[config.mk]
export PLATFORM = sky130hd
export DESIGN_NAME = spi_dual_adc_thermostat
export DESIGN_NICKNAME = d
export VERILOG_FILES = /design/src/hw/rtl/sdat_pkg.sv /design/src/hw/rtl/sdat_step.sv /design/src/hw/rtl/spi_dual_adc_thermostat.sv
export SDC_FILE = /design/constraint.sdc
export NUM_CORES = 1
export LEC_CHECK = 0
export BUFFER_PORTS_ARGS = -buffer_cell sky130_fd_sc_hd__buf_2
export CORE_ASPECT_RATIO = 0.75
export CORE_MARGIN = 4
export CORE_UTILIZATION = 53
export CTS_CLUSTER_DIAMETER = 80
export DETAILED_ROUTE_END_ITERATION = 12
export GPL_TIMING_DRIVEN = 0
export PLACE_DENSITY = 0.75
export SETUP_SLACK_MARGIN = 0.3
export SYNTH_ARGS = -nofsm -noshare
export SYNTH_HDL_FRONTEND = slang
export SYNTH_HIERARCHICAL = 1
export SYNTH_SLANG_ARGS = --single-unit
[constraint.sdc]
create_clock -name clk -period 1.7 [get_ports clk]
set_clock_uncertainty 0.15 [all_clocks]
set_input_delay 0.085 -clock clk [delete_from_list [all_inputs] [get_ports clk]]
set_output_delay 0.085 -clock clk [all_outputs]
set_load 0.1 [all_outputs]
[src/hw/rtl/sdat_pkg.sv]
// ----------------------------------------------------------------------------
// sdat_pkg
// Shared types and constants for the dual-channel SPI ADC thermostat.
// ----------------------------------------------------------------------------
package sdat_pkg;

  localparam int unsigned WordW  = 17;
  localparam int unsigned CountW = 5;

  localparam logic [15:0]       CMD_CH1  = 16'hd000;
  localparam logic [15:0]       CMD_CH0  = 16'hf000;
  localparam logic [CountW-1:0] NUM_BITS = 5'd16;
  localparam logic [CountW-1:0] TOP_BIT  = 5'd14;

  localparam logic CFG_NOZZLE_THRESHOLD = 1'b0;
  localparam logic CFG_BED_THRESHOLD    = 1'b1;

  typedef enum logic [2:0] {
    PH_CS_HIGH = 3'd0,
    PH_CLK_LOW = 3'd1,
    PH_CS_LOW  = 3'd2,
    PH_BIT_CLK = 3'd3,
    PH_BIT_RW  = 3'd4,
    PH_LAST    = 3'd5
  } phase_t;

  typedef struct packed {
    logic cs;
    logic clk;
    logic mosi;
    logic noz;
    logic bed;
  } pins_t;

  typedef struct packed {
    phase_t            phase;
    logic [WordW-1:0]  shift_word;
    logic [CountW-1:0] bit_count;
    logic              channel_sel;
    logic [WordW-1:0]  nozzle_reading;
    logic [WordW-1:0]  bed_reading;
    pins_t             pins;
  } sdat_state_t;

endpackage

[src/hw/rtl/sdat_step.sv]
// ----------------------------------------------------------------------------
// sdat_step
// Next-state logic for one tick of the SPI master and heater control.
// ----------------------------------------------------------------------------
module sdat_step
  import sdat_pkg::*;
(
  input  sdat_state_t      cur,
  input  logic             miso_bit,
  input  logic [WordW-1:0] nozzle_threshold,
  input  logic [WordW-1:0] bed_threshold,
  output sdat_state_t      nxt,
  output logic             updated
);

  logic [15:0]       cmd;
  logic [3:0]        cmd_pos;
  logic [CountW-1:0] count_inc;
  logic [WordW-1:0]  shifted;

  assign cmd       = cur.channel_sel ? CMD_CH1 : CMD_CH0;
  assign cmd_pos   = 4'(TOP_BIT - cur.bit_count);
  assign count_inc = cur.bit_count + 5'd1;
  assign shifted   = {cur.shift_word[WordW-2:0], miso_bit};

  always_comb begin
    nxt     = cur;
    updated = 1'b0;
    case (cur.phase)
      PH_CLK_LOW: begin
        nxt.pins.clk = 1'b0;
        nxt.phase    = PH_CS_LOW;
      end
      PH_CS_LOW: begin
        nxt.pins.cs   = 1'b0;
        nxt.pins.mosi = 1'b1;
        nxt.phase     = PH_BIT_CLK;
      end
      PH_BIT_CLK: begin
        nxt.pins.clk = 1'b1;
        nxt.phase    = PH_BIT_RW;
      end
      PH_BIT_RW: begin
        nxt.shift_word = shifted;
        nxt.pins.clk   = 1'b0;
        nxt.pins.mosi  = (cur.bit_count <= TOP_BIT) ? cmd[cmd_pos] : 1'b0;
        nxt.bit_count  = count_inc;
        nxt.phase      = (count_inc < NUM_BITS) ? PH_BIT_CLK : PH_LAST;
      end
      PH_LAST: begin
        nxt.shift_word  = shifted;
        nxt.pins.cs     = 1'b1;
        nxt.channel_sel = ~cur.channel_sel;
        nxt.phase       = PH_CS_HIGH;
        updated         = cur.channel_sel;
        if (cur.channel_sel) begin
          nxt.nozzle_reading = shifted;
          nxt.pins.noz       = shifted < nozzle_threshold;
          nxt.pins.bed       = cur.bed_reading < bed_threshold;
        end else begin
          nxt.bed_reading = shifted;
        end
      end
      default: begin
        nxt.pins.cs    = 1'b1;
        nxt.shift_word = '0;
        nxt.bit_count  = '0;
        nxt.phase      = PH_CLK_LOW;
      end
    endcase
  end

endmodule

[src/hw/rtl/spi_dual_adc_thermostat.sv]
// ----------------------------------------------------------------------------
// spi_dual_adc_thermostat
// Bit-banged SPI master for a two-channel ADC with on/off heater control.
// ----------------------------------------------------------------------------
// Each accepted input beat is one tick: it carries the sampled MISO level and
// advances the SPI sequence by one phase, and yields exactly one output beat
// with the pin levels, heater drives and latest readings. A beat is accepted
// every cycle while the output side keeps taking results; outputs are registered
// and appear in the cycle after acceptance. A full conversion spans 36 ticks, and
// heaters are re-evaluated when the channel 1 (nozzle) conversion finishes.
// Thresholds are in ADC counts and should be written while no beat is pending.
module spi_dual_adc_thermostat
  import sdat_pkg::*;
(
  input  logic             clk,
  input  logic             rst_n,
  input  logic             cfg_wr_en,
  input  logic             cfg_index,
  input  logic [WordW-1:0] cfg_wdata,
  input  logic             in_valid,
  output logic             in_stall,
  input  logic             in_miso_bit,
  output logic             out_valid,
  input  logic             out_stall,
  output logic             out_chip_select,
  output logic             out_serial_clock,
  output logic             out_mosi_bit,
  output logic             out_nozzle_heater,
  output logic             out_bed_heater,
  output logic             out_readings_updated,
  output logic [WordW-1:0] out_nozzle_counts,
  output logic [WordW-1:0] out_bed_counts
);

  sdat_state_t      state_r, state_nxt;
  logic [WordW-1:0] nozzle_thr_r, bed_thr_r;
  logic             out_valid_r, updated_r, updated_nxt;
  logic             accept;

  assign in_stall = out_valid_r & out_stall;
  assign accept   = in_valid & ~in_stall;

  sdat_step u_step (
    .cur              (state_r),
    .miso_bit         (in_miso_bit),
    .nozzle_threshold (nozzle_thr_r),
    .bed_threshold    (bed_thr_r),
    .nxt              (state_nxt),
    .updated          (updated_nxt)
  );

  always_ff @(posedge clk) begin
    if (!rst_n) begin
      nozzle_thr_r <= '0;
      bed_thr_r    <= '0;
    end else if (cfg_wr_en) begin
      case (cfg_index)
        CFG_NOZZLE_THRESHOLD: nozzle_thr_r <= cfg_wdata;
        CFG_BED_THRESHOLD:    bed_thr_r    <= cfg_wdata;
        default: ;
      endcase
    end
  end

  always_ff @(posedge clk) begin
    if (!rst_n) begin
      state_r     <= '{phase: PH_CS_HIGH, default: '0};
      out_valid_r <= 1'b0;
      updated_r   <= 1'b0;
    end else begin
      if (accept) begin
        state_r     <= state_nxt;
        updated_r   <= updated_nxt;
        out_valid_r <= 1'b1;
      end else if (!out_stall) begin
        out_valid_r <= 1'b0;
      end
    end
  end

  assign out_valid            = out_valid_r;
  assign out_chip_select      = state_r.pins.cs;
  assign out_serial_clock     = state_r.pins.clk;
  assign out_mosi_bit         = state_r.pins.mosi;
  assign out_nozzle_heater    = state_r.pins.noz;
  assign out_bed_heater       = state_r.pins.bed;
  assign out_readings_updated = updated_r;
  assign out_nozzle_counts    = state_r.nozzle_reading;
  assign out_bed_counts       = state_r.bed_reading;

endmodule

* Yosys cells after proc, flatten, opt, wreduce, memory -nomap -nowiden
Cells that the tools add are included.
** Word-level totals
- Output and inout port bits :: 42
- Bits in registers :: 100
- Logic and storage cells :: 67
** Operators by class
- Order comparisons :: 5
- Reductions and logical operators :: 17
- Bitwise gates (word level) :: 8
- Equality and inequality tests :: 6
- Add/subtract/negate cells :: 2
- Multiplexer cells :: 14
** Operators by type and width (number)
- less-than comparator 17 bit :: 2
- one-hot mux 16 bit (2 select lines) :: 1
- AND reduction 2 bit :: 8
- one-hot mux 3 bit (5 select lines) :: 1
- two-way mux 14 bit :: 1
- one-hot mux 5 bit (2 select lines) :: 1
- == test 3 x 2 -> 1 bit (second input constant) :: 2
- == test 3 bit (second input constant) :: 2
- inverter 1 bit :: 6
- one-hot mux 1 bit (2 select lines) :: 3
- AND reduction 3 bit :: 2
- OR reduction 3 bit :: 2
- adder 5 x 1 -> 5 bit (second input constant) :: 1
- less-or-equal comparator 5 x 4 -> 1 bit (second input constant) :: 1
- less-than comparator 4 x 5 -> 1 bit (second input constant) :: 1
- less-than comparator 5 bit (second input constant) :: 1
- two-way mux 1 bit :: 5
- binary-select mux 1 bit (select 4 bit) :: 1
- nonzero test 2 bit :: 2
- OR reduction 2 bit :: 2
- OR reduction 4 bit :: 1
- subtractor 4 bit (first input constant) :: 1
- == test 3 x 1 -> 1 bit (second input constant) :: 1
- two-way mux 3 bit :: 1
- 2 further kinds :: 3

* Longest topological paths before layout
- Word-level depth :: 5
- Mapped depth :: 9
- Mapped depth without buffers :: 8

* By module
The synthesis kept the hierarchy.
** By module, submodules not included
- spi_dual_adc_thermostat :: seq. area each 2021.9 um^2, instances 1, cells an instance 481, area each 4006.3 um^2
- sdat_step :: seq. area each 0.0 um^2, instances 1, cells an instance 246, area each 1868.0 um^2

* Least setup slack after synthesis
OpenSTA, ideal clock, no wires.
- Path type :: reg-to-reg
- From :: reg out_valid_r (netlist: out_valid)
- To :: reg out_valid_r (netlist: out_valid)
- Path slack :: -0.560 ns
- Arrival :: 2.048 ns
- Cell stages (with the launch flop) :: 3
- Data required time :: 1.489 ns
- Buffers on the path :: 0
- Clock period less this slack :: 2.260 ns
- Cell sequence :: dfxtp_1 and2_1 o21a_1
** Between the ends
- Cells in the longest elaborated chain, start to end :: 4
** Ends and longest elaborated chain
- from (decl) :: line spi_dual_adc_thermostat.sv:37 : logic out_valid_r, updated_r, updated_nxt;
- from (signal assigned) :: line spi_dual_adc_thermostat.sv:68 : out_valid_r <= 1'b0;
- from (signal assigned) :: line spi_dual_adc_thermostat.sv:74 : out_valid_r <= 1'b1;
- from (signal assigned) :: line spi_dual_adc_thermostat.sv:76 : out_valid_r <= 1'b0;
- bitwise AND 1 bit (*) :: line spi_dual_adc_thermostat.sv:40 : assign in_stall = out_valid_r & out_stall;
- via in_stall :: line spi_dual_adc_thermostat.sv:21 : output logic in_stall,
- inverter 1 bit (*) :: line spi_dual_adc_thermostat.sv:41 : assign accept = in_valid & ~in_stall;
- bitwise AND 1 bit (*) :: line spi_dual_adc_thermostat.sv:41
- != test 2 x 1 -> 1 bit (no source line) or two-way mux 1 bit (tied branches)
Mark *: on every way through the listed nets, which the timed path passes. The rest lies on a longest branch.
A chain may end at the register's enable or synchronous reset.

* Worst setup path in the final report
- From :: reg state_r[64] in the netlist's numbering
- To :: reg state_r, in the netlist out_nozzle_heater
** Between the ends
- Cells in the longest elaborated chain, start to end :: 2
** Ends and longest elaborated chain
- from (decl) :: line spi_dual_adc_thermostat.sv:35 : sdat_state_t state_r, state_nxt;
- from (signal assigned) :: line spi_dual_adc_thermostat.sv:72 : state_r <= state_nxt;
- == test 3 bit :: line sdat_step.sv:29 : case (cur.phase)
- AND reduction 3 bit (no source line)
Every way passes these cells.

==> impl_metrics.env <==
export IMPL_cp_num_cells=10
export IMPL_p_clk_share_pct=37.3
export IMPL_die_w_um=129.1
export IMPL_tritoncts="done"
export IMPL_cp_slowest_cell="dfxtp_4"
export IMPL_period_minus_slack_ps=1865
export IMPL_outcome="finished with violations"
export IMPL_dp_cells=922
export IMPL_cp_endpoint="out_nozzle_heater$_SDFFE_PN0P_"
export IMPL_switching_share_pct=28.16
export IMPL_p_int_mw=3.675
export IMPL_setup_viol=36
export IMPL_rsz0062_at_grt="true"
export IMPL_netSwitchingPower_mw=1.441
export IMPL_reg2reg_to="out_nozzle_heater$_SDFFE_PN0P_"
export IMPL_finalCritPeriodShare_pct=109.7
export IMPL_io_pins=66
export IMPL_path_common_cell="buf_6"
export IMPL_final_nets=921
export IMPL_tightestPinTransition_ps=741.8
export IMPL_worst_slack_ps=-165.1
export IMPL_cp_max_fo=4
export IMPL_final_area_mm2=0.008320
export IMPL_clock_latency_ps=350
export IMPL_port_buffers=64
export IMPL_path_clk_slew_ps=70
export IMPL_layout_common_cells="nand2_1, buf_4, o21ai_1"
export IMPL_hold_class="input pin to register"
export IMPL_drc_errors=0
export IMPL_worstReg2RegStart="state_r[64]$_SDFFE_PN0P_"
export IMPL_finalHoldViolations=0
export IMPL_ir_worst_vdd_mv=0.4833
export IMPL_combPwrFrac_pct=15.6
export IMPL_grt_overflow_total=0
export IMPL_final_max_slew_viol_count=0
export IMPL_die_h_um=98.85
export IMPL_synthToLayoutAreaGrowth_pct=42.67
export IMPL_fin_tns_setup_ps=-4951
export IMPL_clk_path_buf_depth=2
export IMPL_maxCapViolCount=0
export IMPL_cp_required_ps=1830
export IMPL_cp_end_kind="register"
export IMPL_violations="setup timing"
export IMPL_final_antenna_net_count=0
export IMPL_avgSynthCellArea_um2=8.077
export IMPL_totalWireLength_mm=19.09
export IMPL_die_area_mm2=0.01276
export IMPL_seq_power_share_pct=47.1
export IMPL_clock_tree_root_cell="clkbuf_16"
export IMPL_antenna_found_initial=0
export IMPL_drive_gt1_share_pct=44.18
export IMPL_power_leakage_nw=3.369
export IMPL_relSlewSlack_pct=50.55
export IMPL_cts_buffers=9
export IMPL_critPathTopFamily="compound AO/OA/AOI/OAI gates"
export IMPL_fin_cells=1003
export IMPL_synth_cells=722
export IMPL_vias_per_cell=5.889
export IMPL_drt_iter0_drc=691
export IMPL_layout_commonest_cell="nand2_1"
export IMPL_fmax_mhz=536.2
export IMPL_grtUsageMet3_pct=5.688
export IMPL_grt_use_met1_pct=39.44
export IMPL_htreeDepth=3
export IMPL_clock_sinks=100
export IMPL_timing_worst_setup_path_type="register to register"
export IMPL_core_area_mm2=0.01053
export IMPL_powerDensity_mw_per_mm2=614.9
export IMPL_cp_start_kind="register"
export IMPL_drt_pass1_iterations=5
export IMPL_start_util_pct=55.38
export IMPL_max_stage_delay_ps=360
export IMPL_hold_path_depth=2
export IMPL_critical_path_cell_chain="buf_6, buf_6, nand4b_1, buf_6, buf_12, a211oi_2, o211ai_1, a2bb2oi_1, nand3_1, o21ai_1"
export IMPL_grt_usage_pct=28.79
export IMPL_crit_buf_inv=4
export IMPL_rows=32
export IMPL_r2r_slack_ps=-170
export IMPL_dpl_cell_area_mm2=0.006573
export IMPL_syn_nets=781
export IMPL_finish_utilization_pct=79.02
export IMPL_vias=5907
export IMPL_wl_per_cell_um=19.03
export IMPL_diodes=0
export IMPL_global_route_usage_met2_pct=44.39
export IMPL_grt_pass1_vias=5706
export IMPL_busiest_layer="met2"
export IMPL_r2r_cells=10
export IMPL_grt_start_max_net_pins=17
export IMPL_dp_hpwl_mm=11.79
export IMPL_yosys_warnings=6
export IMPL_grt_pass1_wl_mm=29.39
export IMPL_gp_congestion=0.8797
export IMPL_critPathArrivalTime_ps=1990
export IMPL_synthesis_area_mm2=0.005832
export IMPL_crit_start="state_r[64]$_SDFFE_PN0P_"
export IMPL_whs_ps=29.33
-- layer usage --
metal / wire [µm] / share of wire, % / vias up
met1: 8201 / 43 / 2815
met5: 0 / 0 / -
met3: 1507 / 7.9 / 51
li1: - / - / 2722
met4: 479 / 2.5 / 0
met2: 8900 / 47 / 319
-- registers in the layout, indices dropped and copies added (netlist names) --
signal and flops:
out_serial_clock 1, out_chip_select 1, nozzle_thr_r 17, out_readings_updated 1, out_mosi_bit 1, out_bed_heater 1, out_bed_counts 17, out_valid 1
out_nozzle_heater 1, bed_thr_r 17, state_r 25, out_nozzle_counts 17
-- power by group through the flow --
stage	combinational, mW	sequential [mW]	clock, mW
after global routing	0.845	2.42	2.04
after floorplan	0.374	2.51	0
after detailed placement	0.582	2.48	0
after global placement	0.565	2.47	0
final	0.797	2.41	1.91
after CTS	0.706	2.41	1.94
-- worst min-delay path by stage --
stage,from,slack (ps),to
detailed placement,in_valid,170,out_valid$_SDFFE_PN0P_
finish,rst_n,30,bed_thr_r[10]$_SDFFE_PN0P_
global placement,in_valid,160,out_valid$_SDFFE_PN0P_
CTS,out_stall,-40,out_valid$_SDFFE_PN0P_
floorplan,in_valid,60,out_valid$_SDFFE_PN0P_
global route,rst_n,40,bed_thr_r[10]$_SDFFE_PN0P_
-- through the flow --
step / setup WS [ps] / total power, mW
6_report: -165.1 / 5.116
5_1_grt: -221.7 / 5.297
4_1_cts: -120.5 / 5.051
3_5_place_dp: -275.0 / 3.058
3_3_place_gp: -228.5 / 3.036
2_1_floorplan: -86.52 / 2.889
-- area by class of cell --
type	instances	area, µm²
timing repair buffer	129	1160
buffer	85	709.4
fill	663	2210
clock inverter	6	40.04
tap	136	170.2
inverter	38	145.1
sequential	100	2092
clock buffer	10	229.0
multi-input combinational	499	3775
-- what timing repair did --
action / in CTS / in global routing
buffers inserted: 27 / 7
pin swaps: 43 / 24
cloned: 5 / 0
gates resized for setup: 217 / 91
hold buffers: 26 / 1
setup endpoints to repair: 99 / 87
endpoints found under the hold margin: 42 / 1
Note: power is estimated with default switching activity, not from simulation.
